**src/frad_pkg.sv**
```systemverilog
// ----------------------------------------------------------------------------
// frad_pkg: shared types and constants of the fork rate acceleration detector
// Holds the table geometry, the register map, the controller states and the
// command and status bundles between the controller and the datapath.
// ----------------------------------------------------------------------------
package frad_pkg;

   // Table geometry.
   localparam int CONTAINER_SLOTS = 64;
   localparam int SLOT_IDX_W      = (CONTAINER_SLOTS > 1) ? $clog2(CONTAINER_SLOTS) : 1;

   // Field widths.
   localparam int SLOT_W  = 6;
   localparam int CID_W   = 64;
   localparam int PID_W   = 32;
   localparam int TIME_W  = 64;
   localparam int COUNT_W = 32;

   // One table row: window start and three window counts.
   localparam int ROW_W = TIME_W + 3 * COUNT_W;

   // Configuration register map.
   localparam int CSR_INDEX_W = 2;
   localparam int CSR_DATA_W  = 64;
   localparam logic [CSR_INDEX_W-1:0] CSR_WINDOW_LENGTH = 2'd0;
   localparam logic [CSR_INDEX_W-1:0] CSR_RATE_FLOOR    = 2'd1;
   localparam logic [CSR_INDEX_W-1:0] CSR_HARD_CEILING  = 2'd2;

   // Register reset values.
   localparam logic [TIME_W-1:0]  WINDOW_LENGTH_RESET = 64'd1000000000;
   localparam logic [COUNT_W-1:0] RATE_FLOOR_RESET    = 32'd50;
   localparam logic [COUNT_W-1:0] HARD_CEILING_RESET  = 32'd500;

   // Controller states.
   typedef enum logic [1:0] {
      ST_IDLE,
      ST_READ,
      ST_EVAL,
      ST_JUDGE
   } state_type;

   // Commands from the controller to the datapath.
   typedef struct packed {
      logic capture;
      logic read;
      logic eval;
      logic load;
   } ctrl_cmd_type;

   // Status from the datapath to the controller.
   typedef struct packed {
      logic out_free;
   } ctrl_status_type;

endpackage

```
**src/frad_ctrl.sv**
```systemverilog
// ----------------------------------------------------------------------------
// frad_ctrl: sequencing controller
// Walks one fork event through table read, window update and verdict, and
// holds the input side stalled until the verdict is in the output register.
// ----------------------------------------------------------------------------
module frad_ctrl (
   input  logic                      clock,
   input  logic                      reset,
   input  logic                      req_valid,
   output logic                      req_stall,
   output frad_pkg::ctrl_cmd_type    cmd,
   input  frad_pkg::ctrl_status_type status
);
   import frad_pkg::*;

   state_type state_ff;
   state_type state_in;

   // State register.
   always_ff @(posedge clock) begin
      if (reset) begin
         state_ff <= ST_IDLE;
      end else begin
         state_ff <= state_in;
      end
   end

   // Next state and commands.
   always_comb begin
      state_in    = state_ff;
      req_stall   = 1'b1;
      cmd         = '0;
      unique case (state_ff)
         ST_IDLE: begin
            req_stall = 1'b0;
            if (req_valid) begin
               cmd.capture = 1'b1;
               state_in    = ST_READ;
            end
         end
         ST_READ: begin
            cmd.read = 1'b1;
            state_in = ST_EVAL;
         end
         ST_EVAL: begin
            cmd.eval = 1'b1;
            state_in = ST_JUDGE;
         end
         ST_JUDGE: begin
            // Wait here until the output register can take the verdict.
            if (status.out_free) begin
               cmd.load = 1'b1;
               state_in = ST_IDLE;
            end
         end
         default: begin
            state_in = ST_IDLE;
         end
      endcase
   end

endmodule

```
**config.mk**
```make
export PLATFORM = sky130hd
export DESIGN_NAME = frad_ctrl
export DESIGN_NICKNAME = d
export VERILOG_FILES = /design/src/frad_pkg.sv /design/src/frad_ctrl.sv
export SDC_FILE = /design/constraint.sdc
export NUM_CORES = 1
export LEC_CHECK = 0
export ABC_CLOCK_PERIOD_IN_PS = 1400
export BUFFER_PORTS_ARGS = -buffer_cell sky130_fd_sc_hd__buf_2
export CAP_MARGIN = 0
export CORE_AREA = 2 2 39 41
export DETAILED_ROUTE_END_ITERATION = 7
export DIE_AREA = 0 0 41 43
export PLACE_DENSITY = 0.32
export SLEW_MARGIN = 20
export SYNTH_ARGS = -nofsm -noshare
export SYNTH_HDL_FRONTEND = slang
export SYNTH_SLANG_ARGS = --single-unit
```
**constraint.sdc**
```tcl
create_clock -name clock -period 1.4 [get_ports clock]
set_input_delay 0.28 -clock clock [delete_from_list [all_inputs] [get_ports clock]]
set_output_delay 0.28 -clock clock [all_outputs]
set_load 0.01 [all_outputs]
```
==> impl_metrics.env, run 1 <==
export IMPL_areaGrowthSynthToFinish_pct=60.98
export IMPL_leakage_nw=0.1579
export IMPL_layout_setup_ws_ns=0.03294
export IMPL_yosys_area_top_type="ha_1"
export IMPL_critPathCaptureType="output pin"
export IMPL_clk_transition_reported_paths_ns=0.03
export IMPL_start_kind="flip-flop"
export IMPL_cts_buffer_depth=2
export IMPL_post_cts_buffers=0
export IMPL_grt_pass1_vias=203
export IMPL_hold_buffers=0
export IMPL_fp_coreArea_mm2=0.001384
export IMPL_start_util_pct=14.83
export IMPL_vias_per_cell=3.706
export IMPL_routabilityCongestion=0.7110
export IMPL_antenna_found_initial=0
export IMPL_grt_max_degree=5
export IMPL_synthTopCellsByArea="ha_1, dfxtp_1, nor2_8"
export IMPL_dp_hpwl_um=357.4
export IMPL_whs_ns=0.2253
export IMPL_drv_cap=0
export IMPL_yosysWarnings=0
export IMPL_status="finished, final reports clean"
export IMPL_htree_num_levels=1
export IMPL_yosysTopAreaCellShare_pct=30.49
export IMPL_ir_worst_vdd_v=0.0005069
export IMPL_hp_start="reset"
export IMPL_drt_pre_antenna_iters=1
export IMPL_placementRows=14
export IMPL_critPathRequiredTime_ns=1.12
export IMPL_fmax_ghz=0.7315
export IMPL_grt_usage_pct=6.112
export IMPL_critPathMaxFanout=3
export IMPL_power_share_switching_pct=38.20
export IMPL_cts_made_buffers=3
export IMPL_fin_setup_tns_ns=0
export IMPL_ios=9
export IMPL_die_area_mm2=0.001763
export IMPL_grt_ovfl_total=0
export IMPL_crit_type="flip-flop to output pin"
export IMPL_grt_pass1_wl_um=634
export IMPL_drt_total_wl_um=429
export IMPL_period_share_pct=97.65
export IMPL_vias=189
export IMPL_holdPathEnd="state_ff[0]"
export IMPL_whs_path_depth=2
export IMPL_p_switching_uw=275.7
export IMPL_ys_ff_latch=2
export IMPL_die_w_um=41
export IMPL_reg_top3="state_ff: 2 flops"
export IMPL_syn_area_per_cell_um2=9.771
export IMPL_cts_tree="built"
export IMPL_diodes=0
export IMPL_ant_nets=0
export IMPL_finalClockSkew_ns=0.0002532
export IMPL_dp_slack_ns=0.02840
export IMPL_yosysUniqueCellTypes=12
export IMPL_clk_latency_ns=0.22
export IMPL_p_per_area_mw_per_mm2=2185
export IMPL_syn_cell_area_um2=205.2
export IMPL_finalMaxSlewViolations=0
export IMPL_nFillCells=149
export IMPL_min_path_type="input pin to flip-flop"
export IMPL_seq_area_frac_synth_pct=19.51
export IMPL_top_register="state_ff"
export IMPL_synthesis_nets=30
export IMPL_worst_r2r_setup_slack_ns=0.08
export IMPL_slew_headroom_pct=87.29
export IMPL_largest_reg_flops=2
export IMPL_min_period_ns=1.367
export IMPL_drtIter0Drc=0
export IMPL_hold_viol_final=0
export IMPL_synthCells=21
export IMPL_fin_util_pct=23.87
export IMPL_setup_viol=0
export IMPL_die_h_um=43
export IMPL_r2r_cells=5
export IMPL_cts_sinks=2
export IMPL_io_buffers=8
export IMPL_cts_resized=3
export IMPL_rsz0062_at_grt="yes"
export IMPL_arrival_ns=1.09
export IMPL_p_seq_share_pct=15.2
export IMPL_reg2reg_from="state_ff[0]"
export IMPL_pwr_share_clk_pct=17.5
export IMPL_drive_gt1_share_pct=71.43
export IMPL_avgRoutedWirePerCell_um=8.412
export IMPL_r2r_end="state_ff[1]"
export IMPL_final_cells=51
export IMPL_power_internal_uw=445.9
export IMPL_dpl_cell_count=48
export IMPL_drc=0
export IMPL_combPwrFrac_pct=67.3
export IMPL_worst_slew_pin_slew_ns=0.1907
export IMPL_layout_nets=46
export IMPL_root_buffer="clkbuf_4"
==> worst max-delay path by stage <==
stage                start           to  slack, ns  cells after the start
2_1_floorplan  state_ff[0]  state_ff[0]       0.07                      5
6_report       state_ff[1]       cmd[0]       0.03                      4
4_1_cts        state_ff[0]       cmd[1]      0.009                      4
3_3_place_gp   state_ff[1]  state_ff[0]       0.04                      5
3_5_place_dp   state_ff[1]  state_ff[0]       0.03                      5
5_1_grt        state_ff[1]       cmd[0]      -0.02                      4
==> kinds of logic (layout without fill, tap and decap cells) <==
family                     count (synthesis)  count (layout)  synth area share (%)
DFF                                        2               2                 19.51
buffers and inverters                      3              17                 5.487
adders and majority gates                  5               5                 30.49
and+or+nand+nor                            7               7                 34.76
AOI/OAI and AO/OA                          4               4                 9.756
==> synthesized netlist by cell type, drive strengths merged <==
master	instances
inv	3
nor2b	2
or3	1
a21oi	2
and2	2
dfxtp	2
ha	5
or3b	1
o21ai	2
nor2	1
==> power groups by stage <==
stage	registers, mW	clock network (mW)	logic, mW
floorplan	0.105	0	0.297
global placement	0.0976	0	0.456
detailed placement	0.0993	0	0.459
CTS	0.0971	0.137	0.470
global route	0.112	0.150	0.539
finish	0.109	0.127	0.486
==> per-layer routing <==
layer  vias to the layer above  global-route usage [%]  share of wire [%]
met5                         -                       0                  0
met4                         0                   8.000                  0
met3                         0                   3.141                3.3
met2                         4                   10.00                 62
met1                        89                   3.514                 34
li1                         96                       -                  -
==> final cells by class <==
class / count / area, um^2 / share of cell area, %
timing repair buffer: 11 / 72.57 / 21.97
multi-input combinational: 16 / 161.4 / 48.86
clock buffer: 3 / 22.52 / 6.818
inverter: 3 / 11.26 / 3.409
sequential: 2 / 42.54 / 12.88
tap: 16 / 20.02 / 6.061
==> worst max-delay path: stages (launching register included) <==
cell,delay [ns]
dfxtp_2,0.31
buf_4,0.14
ha_2,0.16
and2_1,0.12
buf_2,0.13
==> per-stage QoR <==
step / cell area, um^2 / power, mW
final: 330.3 / 0.7216
after global routing: 330.3 / 0.8009
after CTS: 317.8 / 0.7046
after detailed placement: 287.8 / 0.5583
after global placement: 287.8 / 0.5541
after floorplan: 205.2 / 0.4019
==> placed cells by master (no fill, tap or decap), types with 2 or more instances in the layout <==
cell      count
clkbuf_4      3
dfxtp_2       2
ha_1          2
buf_2         7
o21ai_1       2
inv_2         2
a21oi_1       2
buf_6         2
buf_4         2
ha_2          3
No activity file was read; power rests on OpenSTA's default activity.
==> run 2: changes to the inputs <==
--- a/config.mk
+++ b/config.mk
@@ -11,7 +11,9 @@
 export CORE_AREA = 2 2 39 41
 export DETAILED_ROUTE_END_ITERATION = 7
 export DIE_AREA = 0 0 41 43
+export GPL_ROUTABILITY_DRIVEN = 0
 export PLACE_DENSITY = 0.32
+export SETUP_SLACK_MARGIN = 0.5
 export SLEW_MARGIN = 20
 export SYNTH_ARGS = -nofsm -noshare
 export SYNTH_HDL_FRONTEND = slang
==> run 2 against run 1 <==
Effect of this change:
- count of clock-buffer cells in the layout unchanged
- clock power is essentially flat
- worst hold slack better by 0.00065 ns
==> impl_metrics.env, run 2 (synthesis gave the netlist of run 1 again) <==
export IMPL_status="finished, final reports clean"
export IMPL_drive_gt1_share_pct=77.14
export IMPL_min_path_type="input pin to flip-flop"
export IMPL_layout_setup_ws_ns=0.08475
export IMPL_io_buffers=8
export IMPL_leakage_nw=0.1730
export IMPL_reg_top3="state_ff: 2 flops"
export IMPL_critPathRequiredTime_ns=1.12
export IMPL_crit_slowest_cell="dfxtp_4"
export IMPL_arrival_ns=1.04
export IMPL_fmax_ghz=0.7603
export IMPL_cts_made_buffers=3
export IMPL_clk_transition_reported_paths_ns=0.03
export IMPL_path_buf_inv=2
export IMPL_fin_setup_tns_ns=0
export IMPL_vias_per_cell=3.745
export IMPL_die_w_um=41
export IMPL_htree_num_levels=1
export IMPL_rsz0062_at_grt="yes"
export IMPL_grt_pass1_vias=184
export IMPL_antenna_found_initial=0
export IMPL_start_util_pct=14.83
export IMPL_grt_ovfl_total=0
export IMPL_vias=191
export IMPL_final_common_cell="buf_2"
export IMPL_cts_buffer_depth=2
export IMPL_drtIter0Drc=0
export IMPL_final_cell_mix="buf_2, ha_4, clkbuf_4, buf_6"
export IMPL_cts_sinks=2
export IMPL_diodes=0
export IMPL_hold_viol_final=0
export IMPL_finalMaxSlewViolations=0
export IMPL_fp_coreArea_mm2=0.001384
export IMPL_critPathMaxFanout=4
export IMPL_crit_type="flip-flop to output pin"
export IMPL_critPathCaptureType="output pin"
export IMPL_critPathMaxStageDelay_ns=0.37
export IMPL_largest_reg_flops=2
export IMPL_drt_pre_antenna_iters=1
export IMPL_ir_worst_vdd_v=0.0007020
export IMPL_hold_buffers=0
export IMPL_start_kind="flip-flop"
export IMPL_ios=9
export IMPL_clk_latency_ns=0.23
export IMPL_ant_nets=0
export IMPL_p_per_area_mw_per_mm2=2267
export IMPL_slew_headroom_pct=88.45
export IMPL_drv_cap=0
export IMPL_min_period_ns=1.315
export IMPL_period_share_pct=93.95
export IMPL_grt_max_degree=5
export IMPL_setup_viol=0
export IMPL_die_area_mm2=0.001763
export IMPL_cp_cell_sequence="inv_6 -> ha_4 -> and2_4 -> buf_6"
export IMPL_avgRoutedWirePerCell_um=8.373
export IMPL_drc=0
export IMPL_grt_usage_pct=6.413
export IMPL_drt_total_wl_um=427
export IMPL_areaGrowthSynthToFinish_pct=92.07
export IMPL_dp_slack_ns=0.1258
export IMPL_cts_tree="built"
export IMPL_grt_pass1_wl_um=683
export IMPL_worst_slew_pin_slew_ns=0.1720
export IMPL_dp_hpwl_um=328.2
export IMPL_placementRows=14
export IMPL_crit_family="flip-flops"
export IMPL_finalClockSkew_ns=0.007790
export IMPL_die_h_um=43
export IMPL_layout_nets=46
export IMPL_top_register="state_ff"
export IMPL_root_buffer="clkbuf_4"
-- run 2: power breakdown --
group | switching, mW | leakage [nW] | internal (mW)
sequential | 0.0526 | 0.0178 | 0.101
combinational | 0.251 | 0.141 | 0.358
clock | 0.0356 | 0.0138 | 0.0949
total | 0.339 | 0.173 | 0.554
-- run 2: layout make-up --
cell class | count | area, um^2
Fill cell | 149 | 989.7
Clock buffer | 3 | 22.52
Tap cell | 16 | 20.02
Multi-Input combinational cell | 16 | 203.9
Sequential cell | 2 | 47.55
Inverter | 3 | 21.27
Timing Repair Buffer | 11 | 78.83
-- run 2: worst reg2reg max path, cell delays in order, from the launching register on --
cell and delay (ns):
dfxtp_4 0.37, inv_6 0.04, ha_4 0.15, nor2b_4 0.13
or3_1 0.38, a21oi_2 0.12
-- run 2: stage by stage --
stage | instances | util [%] | hold WS, ns | power [mW] | cell area (um^2)
floorplan | 21 | - | 0.3417 | 0.4568 | 227.7
global placement | 45 | 20.80 | 0.4463 | 0.5632 | 287.8
detailed placement | 45 | 20.80 | 0.4522 | 0.5675 | 287.8
CTS | 50 | 26.58 | 0.2062 | 0.8426 | 367.9
global route | 51 | 28.48 | 0.2175 | 0.9809 | 394.1
finish | 51 | 28.48 | 0.2259 | 0.8934 | 394.1
-- run 2: repair_timing --
item	in CTS	in global routing
pin swaps	2	2
resized for setup	11	4
buffers inserted	2	1
endpoints found under the setup margin	7	7
-- run 2: worst paths after layout --
kind | depth (start not counted) | startpoint | slack (ns) | end
setup / recovery | 4 | state_ff[1] | 0.08 | cmd[3]
hold / removal | 2 | reset | 0.23 | state_ff[1]
setup reg to reg | 5 | state_ff[1] | 0.13 | state_ff[0]
hold reg to reg | 2 | state_ff[1] | 0.54 | state_ff[1]
-- run 2: routing by layer --
metal	vias up	share of wire (%)	GRT usage (%)
met5	-	0	0
met4	0	0	6.000
met3	0	4.7	4.712
met2	4	54	9.063
met1	88	41	5.431
li1	99	-	-
